### src/hw/rtl/multi_led_blink_controller_core_assert.svh
// Assertion macros for the RTL file that checks itself (multi_led_blink_controller_core).
`ifndef MULTI_LED_BLINK_CONTROLLER_CORE_ASSERT_SVH
`define MULTI_LED_BLINK_CONTROLLER_CORE_ASSERT_SVH

// Same-cycle implication, checked out of reset.
`define MLBC_ASSERT_NOW(label, ante, cons) \
	label: assert property (@(posedge clk) disable iff (!arst_n) (ante) |-> (cons)) \
		else $error("mlbc assertion failed");

// Next-cycle implication, checked out of reset.
`define MLBC_ASSERT_NEXT(label, ante, cons) \
	label: assert property (@(posedge clk) disable iff (!arst_n) (ante) |=> (cons)) \
		else $error("mlbc assertion failed");

`endif

### src/hw/rtl/mlbc_pkg.sv
package mlbc_pkg;

	localparam int LED_COUNT = 3;
	localparam int LED_W     = (LED_COUNT > 1) ? $clog2(LED_COUNT) : 1;
	localparam int PIN_OUT   = 3;

	typedef logic [2:0]       opcode_t;
	typedef logic [2:0]       mode_t;
	typedef logic [7:0]       count_t;
	typedef logic [LED_W-1:0] led_addr_t;

	localparam opcode_t OP_TICK   = 3'd0;
	localparam opcode_t OP_ON     = 3'd1;
	localparam opcode_t OP_OFF    = 3'd2;
	localparam opcode_t OP_TOGGLE = 3'd3;
	localparam opcode_t OP_BLINK  = 3'd4;
	localparam opcode_t OP_SLOW   = 3'd5;
	localparam opcode_t OP_FAST   = 3'd6;

	localparam mode_t MODE_OFF   = 3'd0;
	localparam mode_t MODE_ON    = 3'd1;
	localparam mode_t MODE_BLINK = 3'd2;
	localparam mode_t MODE_SLOW  = 3'd3;
	localparam mode_t MODE_FAST  = 3'd4;

	localparam logic [1:0] REG_NORMAL = 2'd0;
	localparam logic [1:0] REG_SLOW   = 2'd1;
	localparam logic [1:0] REG_FAST   = 2'd2;

	localparam count_t NORMAL_RST = 8'd5;
	localparam count_t SLOW_RST   = 8'd10;
	localparam count_t FAST_RST   = 8'd2;

	typedef struct packed {
		count_t count;
		logic   toggle;
	} tick_res_t;

endpackage

### src/hw/rtl/mlbc_tick_unit.sv
module mlbc_tick_unit
	import mlbc_pkg::*;
(
	input  mode_t     mode,
	input  count_t    count,
	input  count_t    normal_interval,
	input  count_t    slow_interval,
	input  count_t    fast_interval,
	output tick_res_t res
);

	count_t ival;
	count_t next;

	always_comb begin
		case (mode)
			MODE_SLOW: ival = slow_interval;
			MODE_FAST: ival = fast_interval;
			default:   ival = normal_interval;
		endcase
	end

	// Wrap at eight bits, as the counter does.
	assign next = count + 8'd1;

	always_comb begin
		res.count  = count;
		res.toggle = 1'b0;
		if (mode > MODE_ON) begin
			if (next >= ival) begin
				res.count  = '0;
				res.toggle = 1'b1;
			end else begin
				res.count = next;
			end
		end
	end

endmodule

### src/hw/rtl/multi_led_blink_controller_core.sv
// Channel | Direction | Handshake            | Payload
// in      | input     | in_valid / in_stall  | opcode, led_sel
// out     | output    | out_valid / out_stall| pin_levels, addressed_mode
// cfg     | input     | cfg_we               | cfg_index, cfg_data
//
// A tick steps one LED per cycle through the shared increment-and-compare
// unit, then the result register is loaded in the emit state.
// Any other command goes through the accept, update and result states.
// Reset puts every LED in normal blink, counters at zero and pins dark.
// The result register lets the next transaction be accepted while a result
// waits; the update stalls only if a new result is due and the old one is held.
module multi_led_blink_controller_core
	import mlbc_pkg::*;
(
	input  logic         clk,
	input  logic         arst_n,
	input  logic         in_valid,
	output logic         in_stall,
	input  logic [2:0]   opcode,
	input  logic [3:0]   led_sel,
	output logic         out_valid,
	input  logic         out_stall,
	output logic [2:0]   pin_levels,
	output logic [2:0]   addressed_mode,
	input  logic         cfg_we,
	input  logic [1:0]   cfg_index,
	input  logic [7:0]   cfg_data
);

`include "multi_led_blink_controller_core_assert.svh"

	localparam logic [1:0] ST_IDLE = 2'd0;
	localparam logic [1:0] ST_TICK = 2'd1;
	localparam logic [1:0] ST_CMD  = 2'd2;
	localparam logic [1:0] ST_EMIT = 2'd3;

	localparam led_addr_t LAST = led_addr_t'(LED_COUNT - 1);

	logic [1:0]     state_q;
	led_addr_t      iter_q;
	opcode_t        op_q;
	led_addr_t      idx_q;
	logic           ok_q;
	count_t         normal_q;
	count_t         slow_q;
	count_t         fast_q;
	mode_t          mode_q  [LED_COUNT];
	count_t         count_q [LED_COUNT];
	logic [LED_COUNT-1:0] pin_q;
	logic           out_valid_q;
	logic [2:0]     pins_out_q;
	mode_t          mode_out_q;

	led_addr_t      addr;
	mode_t          mode_rd;
	count_t         count_rd;
	tick_res_t      tick_res;
	logic           in_acc;
	logic           emit_go;
	logic [2:0]     pins_now;

	assign in_stall = (state_q != ST_IDLE);
	assign in_acc   = in_valid && !in_stall;
	assign emit_go  = (state_q == ST_EMIT) && (!out_valid_q || !out_stall);

	assign addr     = (state_q == ST_TICK) ? iter_q : idx_q;
	assign mode_rd  = mode_q[addr];
	assign count_rd = count_q[addr];

	mlbc_tick_unit u_tick (
		.mode            (mode_rd),
		.count           (count_rd),
		.normal_interval (normal_q),
		.slow_interval   (slow_q),
		.fast_interval   (fast_q),
		.res             (tick_res)
	);

	always_comb begin
		pins_now = '0;
		for (int i = 0; i < PIN_OUT; i++) begin
			if (i < LED_COUNT) begin
				pins_now[i] = pin_q[i];
			end
		end
	end

	always_ff @(posedge clk or negedge arst_n) begin
		if (!arst_n) begin
			normal_q <= NORMAL_RST;
			slow_q   <= SLOW_RST;
			fast_q   <= FAST_RST;
		end else if (cfg_we) begin
			unique case (cfg_index)
				REG_NORMAL: normal_q <= cfg_data;
				REG_SLOW:   slow_q   <= cfg_data;
				REG_FAST:   fast_q   <= cfg_data;
				default:    ;
			endcase
		end
	end

	always_ff @(posedge clk or negedge arst_n) begin
		if (!arst_n) begin
			state_q     <= ST_IDLE;
			iter_q      <= '0;
			op_q        <= OP_TICK;
			idx_q       <= '0;
			ok_q        <= 1'b0;
			out_valid_q <= 1'b0;
			pin_q       <= '0;
			for (int i = 0; i < LED_COUNT; i++) begin
				mode_q[i]  <= MODE_BLINK;
				count_q[i] <= '0;
			end
		end else begin
			if (emit_go) begin
				out_valid_q <= 1'b1;
			end else if (out_valid_q && !out_stall) begin
				out_valid_q <= 1'b0;
			end
			unique case (state_q)
				ST_IDLE: begin
					if (in_acc) begin
						op_q    <= opcode;
						idx_q   <= led_sel[LED_W-1:0];
						ok_q    <= ({1'b0, led_sel} < 5'(LED_COUNT));
						iter_q  <= '0;
						state_q <= (opcode == OP_TICK) ? ST_TICK : ST_CMD;
					end
				end
				ST_TICK: begin
					count_q[addr] <= tick_res.count;
					if (tick_res.toggle) begin
						pin_q[addr] <= ~pin_q[addr];
					end
					if (iter_q == LAST) begin
						state_q <= ST_EMIT;
					end else begin
						iter_q <= iter_q + led_addr_t'(1);
					end
				end
				ST_CMD: begin
					if (ok_q) begin
						unique case (op_q)
							OP_ON: begin
								if (mode_rd != MODE_ON) begin
									mode_q[addr] <= MODE_ON;
									pin_q[addr]  <= 1'b1;
								end
							end
							OP_OFF: begin
								if (mode_rd != MODE_OFF) begin
									mode_q[addr] <= MODE_OFF;
									pin_q[addr]  <= 1'b0;
								end
							end
							OP_TOGGLE: pin_q[addr]  <= ~pin_q[addr];
							OP_BLINK:  mode_q[addr] <= MODE_BLINK;
							OP_SLOW:   mode_q[addr] <= MODE_SLOW;
							OP_FAST:   mode_q[addr] <= MODE_FAST;
							default:   ;
						endcase
					end
					state_q <= ST_EMIT;
				end
				ST_EMIT: begin
					// Hold until the result register is free.
					if (emit_go) begin
						state_q <= ST_IDLE;
					end
				end
				default: state_q <= ST_IDLE;
			endcase
		end
	end

	always_ff @(posedge clk) begin
		if (emit_go) begin
			pins_out_q <= pins_now;
			mode_out_q <= ok_q ? mode_rd : MODE_OFF;
		end
	end

	assign out_valid      = out_valid_q;
	assign pin_levels     = pins_out_q;
	assign addressed_mode = mode_out_q;

	`MLBC_ASSERT_NEXT(a_accept_leaves_idle, in_acc, state_q != ST_IDLE)
	`MLBC_ASSERT_NEXT(a_emit_loads, emit_go, out_valid_q && (state_q == ST_IDLE))
	`MLBC_ASSERT_NOW(a_iter_in_range, state_q == ST_TICK, iter_q <= LAST)
	`MLBC_ASSERT_NOW(a_mode_legal, state_q == ST_EMIT && ok_q, mode_rd <= MODE_FAST)

endmodule
### config.mk
export PLATFORM = sky130hd
export DESIGN_NAME = multi_led_blink_controller_core
export DESIGN_NICKNAME = d
export VERILOG_FILES = /design/src/hw/rtl/mlbc_pkg.sv /design/src/hw/rtl/mlbc_tick_unit.sv /design/src/hw/rtl/multi_led_blink_controller_core.sv
export VERILOG_INCLUDE_DIRS = /design/src /design/src/hw/rtl
export SDC_FILE = /design/constraint.sdc
export NUM_CORES = 1
export LEC_CHECK = 0
export BUFFER_PORTS_ARGS = -buffer_cell sky130_fd_sc_hd__buf_2
export CAP_MARGIN = 20
export CORE_MARGIN = 3
export CORE_UTILIZATION = 45
export CTS_BUF_LIST = sky130_fd_sc_hd__clkbuf_4
export CTS_CLUSTER_DIAMETER = 100
export CTS_CLUSTER_SIZE = 10
export DETAILED_ROUTE_END_ITERATION = 10
export GPL_TIMING_DRIVEN = 0
export PLACE_DENSITY = 0.65
export SLEW_MARGIN = 20
export SYNTH_ARGS = -nofsm -noshare
export SYNTH_HDL_FRONTEND = slang
export SYNTH_HIERARCHICAL = 1
export SYNTH_SLANG_ARGS = --single-unit
### constraint.sdc
create_clock -name clk -period 13.75 [get_ports clk]
set_input_delay 2.0625 -clock clk [delete_from_list [all_inputs] [get_ports clk]]
set_output_delay 2.0625 -clock clk [all_outputs]
set_load 0.05 [all_outputs]
==> impl_metrics.tcl <==
set metrics [dict create \
    outcome "finished clean" \
    drive_gt1_frac 0.274 \
    synth_top_flop_cell "dfrtp_1" \
    io_buffers 29 \
    reg2regPathDepth 20 \
    final-hold-violation-count 0 \
    synthMuxAreaShare 0.157 \
    maxCapViolCount 0 \
    synth_compound_area_frac 0.157 \
    htree_levels 3 \
    clk_latency_ns 0.42 \
    fin_total_pwr_mw 0.931 \
    cts_hold_buf 0 \
    drcViolationCount 0 \
    cts_buffers 9 \
    synth.top_cells.by_count "dfrtp_1 (63), mux2_2 (46), nand2_1 (46), o21ai_0 (21), nor2_1 (18)" \
    grt_start_max_net_pins 51 \
    diodes 0 \
    wirelength_mm 9.19 \
    slew_violations 0 \
    fmax_ghz 0.184 \
    ant_nets 0 \
    required_ns 14.06 \
    synth-xor-area-share 0.0144 \
    hp-class "flip-flop to flip-flop" \
    root_buffer "clkbuf_4" \
    synth_top_cell_by_area "dfrtp_1" \
    num_vias 3155 \
    synth_area_sq_mm 0.00427 \
    synth_top_family_by_area "multiplexers" \
    dieArea_sq_mm 0.0107 \
    whs_ns 0.488 \
    synth_cell_type_count 59 \
    ir_drop_mv 0.121 \
    relSlewSlack 0.259 \
    yosys.area.top_type_share 0.370 \
    p_leak_nw 2.12 \
    synth_fp_nets 422 \
    final.setup.tns_ns 0 \
    seq_area_frac_synth 0.461 \
    clock_sinks 77 \
    num_rows 34 \
    grt_usage 0.185 \
    via_per_inst 5.66 \
    post-cts-setup-buffer-count 0 \
    clkTransAtPathRegs_ns 0.12 \
    coreArea_sq_mm 0.00898 \
    yosys-top-cells-area "dfrtp_1 (37%), mux2_2 (12%), dfstp_2 (4.9%)" \
    gp_congestion 0.864 \
    synth.most_common_cell "dfrtp_1" \
    yosys_warnings 6 \
    grt_antenna_before_repair 0 \
    period_needed_ns 5.44 \
    crit_buf_inv 5 \
    cp_top_family "compound AO/OA/AOI/OAI gates" \
    synthSimpleGateAreaFrac 0.143 \
    tightest_slew_ns 1.11 \
    grt_pass1_vias 3164 \
    crit_type "flip-flop to flip-flop" \
    fin_crit_sh 0.396 \
    gr-total-overflow 0 \
    drt_iter0_drc 131 \
    reg2reg_slack_ns 8.31 \
    start_util 0.475 \
    fin_nets 463 \
    synthAdderAreaFrac 0.0440 \
    critPathLaunchType "flip-flop" \
    holdPathStages 2 \
    syn_area_per_cell_sq_um 11.1 \
    ys_seq_elements 77 \
    dpl_cell_area_sq_mm 0.00460 \
    die_x_um 103 \
    synth_edf_count 6 \
    synthArstFlopShare 0.922 \
    post_cts_resized 0 \
    wire_per_inst_um 16.5 \
    power.density_mw_per_mm2 197 \
    worstSetupEndpointType "flip-flop" \
    cts_tree "yes" \
    nFillCells 818 \
    crit_arrival_ns 5.75 \
    clk_path_buf_depth 2 \
    cp_cell_sequence "inv_1 -> ha_1 -> or3b_1 -> buf_2 -> a21boi_0 -> a221o_1 -> buf_2 -> clkbuf_1 -> nor2_1 -> o21ai_0 -> o221ai_1 -> ha_1 -> nand4_1 -> or3_1 -> buf_4 -> a21oi_1 -> nand2b_1 -> o2111ai_1 -> o21ai_2 -> mux2_1" \
    skew_ns 0.00815 \
    syn_to_final_growth_pct 10.8 \
    worst-path-stages 20 \
    crit_slowest_cell "dfrtp_1" \
    path_max_fanout 10 \
    synthCells 385 \
    finalSetupViolCount 0 \
    final_area_sq_mm 0.00473 \
    grt_pass1_wl_mm 15.3 \
    rsz0062_at_grt "false" \
    slowest_delay_ns 0.43 \
    dp_hpwl_mm 6.71 \
    dr.pass1.iters 4 \
    die_h_um 103 \
    num_io_pins 30 \
]
[state kept, by name, indices dropped and copies added, names as in the netlist]
register	cells
state_q	2
pin_q	3
pin_levels	3
iter_q	2
addressed_mode	3
count_q	24
ok_q	1
slow_q	8
mode_q	9
out_valid	1
idx_q	2
op_q	3
normal_q	8
fast_q	8
[cell type report]
class / instances / area (sq um) / area share
buffer: 14 / 78.8 / 0.0167
clock buffer: 9 / 67.6 / 0.0143
clock inverter: 7 / 56.3 / 0.0119
inverter: 6 / 22.5 / 0.00476
multi-input combinational: 288 / 2200 / 0.466
sequential: 77 / 1970 / 0.416
tap: 126 / 158 / 0.0333
timing repair buffer: 30 / 175 / 0.0370
[metrics by stage]
| stage | util | instances | setup WS (ns) |
|---|---|---|---|
| after detailed placement | 0.513 | 541 | 8.38 |
| after CTS | 0.527 | 557 | 8.30 |
| final | 0.527 | 557 | 8.31 |
| after floorplan | - | 385 | 9.33 |
| after global routing | 0.527 | 557 | 7.83 |
| after global placement | 0.509 | 540 | 8.49 |
[report_power, final]
part	internal, mW	switching, mW	leakage (nW)
Combinational	0.180	0.290	1.10
Clock	0.0528	0.0767	0.0720
Sequential	0.290	0.0411	0.948
[routing by layer]
metal  vias to the layer above  part of all wire  GRT usage
met1                      1558              0.48      0.251
li1                       1513                 -          -
met2                        68              0.46      0.290
met4                         0             0.015     0.0627
met3                        16             0.045     0.0436
met5                         -                 0          0
[worst register-to-register path, stage by stage (launching register included)]
cell	delay [ns]
dfrtp_1	0.43
inv_1	0.11
ha_1	0.29
or3b_1	0.40
buf_2	0.21
a21boi_0	0.21
a221o_1	0.27
buf_2	0.29
clkbuf_1	0.41
nor2_1	0.09
o21ai_0	0.18
o221ai_1	0.17
ha_1	0.39
nand4_1	0.14
or3_1	0.40
buf_4	0.18
a21oi_1	0.19
nand2b_1	0.18
o2111ai_1	0.22
o21ai_2	0.22
mux2_1	0.34
[layout by cell type, fill, tap and decap left out, drive strengths merged, types with 3 or more instances in the layout]
cell type / synthesis / layout
ha: 15 / 15
xnor2: 4 / 4
and3: 3 / 3
a21o: 5 / 5
mux2i: 13 / 13
a32o: 7 / 7
o221ai: 7 / 7
dfstp: 8 / 8
nand3: 5 / 5
clkbuf: 5 / 14
dfrtp: 63 / 63
nor2: 18 / 18
nor3: 6 / 6
buf: 9 / 39
nand2b: 7 / 7
o21ai: 24 / 24
a2bb2oi: 3 / 3
nand2: 47 / 47
clkinv: 0 / 6
inv: 6 / 6
and2: 3 / 3
a31oi: 3 / 3
a21oi: 7 / 7
nor2b: 4 / 4
nor3b: 9 / 9
mux2: 48 / 48
a21boi: 5 / 5
xor2: 3 / 3
nand3b: 6 / 6
o2bb2ai: 6 / 6
nand4: 3 / 3
or3: 5 / 5
edfxtp: 6 / 6
[final timing paths]
| check | startpoint | endpoint |
|---|---|---|
| worst max-delay path | state_q[1] | pin_q[2] |
| worst min-delay path | count_q[21] | count_q[21] |
| worst max register to register | state_q[1] | pin_q[2] |
| worst min register to register | count_q[21] | count_q[21] |
| max in group asynchronous | arst_n | normal_q[0] |
| min in group asynchronous | arst_n | slow_q[7] |
[logic make-up (layout without fill, tap and decap cells)]
| family | count (synthesis) | in the layout |
|---|---|---|
| mux | 61 | 61 |
| fa+ha+maj | 15 | 15 |
| buf+inv | 20 | 66 |
| simple gates | 119 | 119 |
| flops | 77 | 77 |
| xor+xnor | 7 | 7 |
| compound gates | 86 | 86 |
Power figures use the tool's default switching activity.
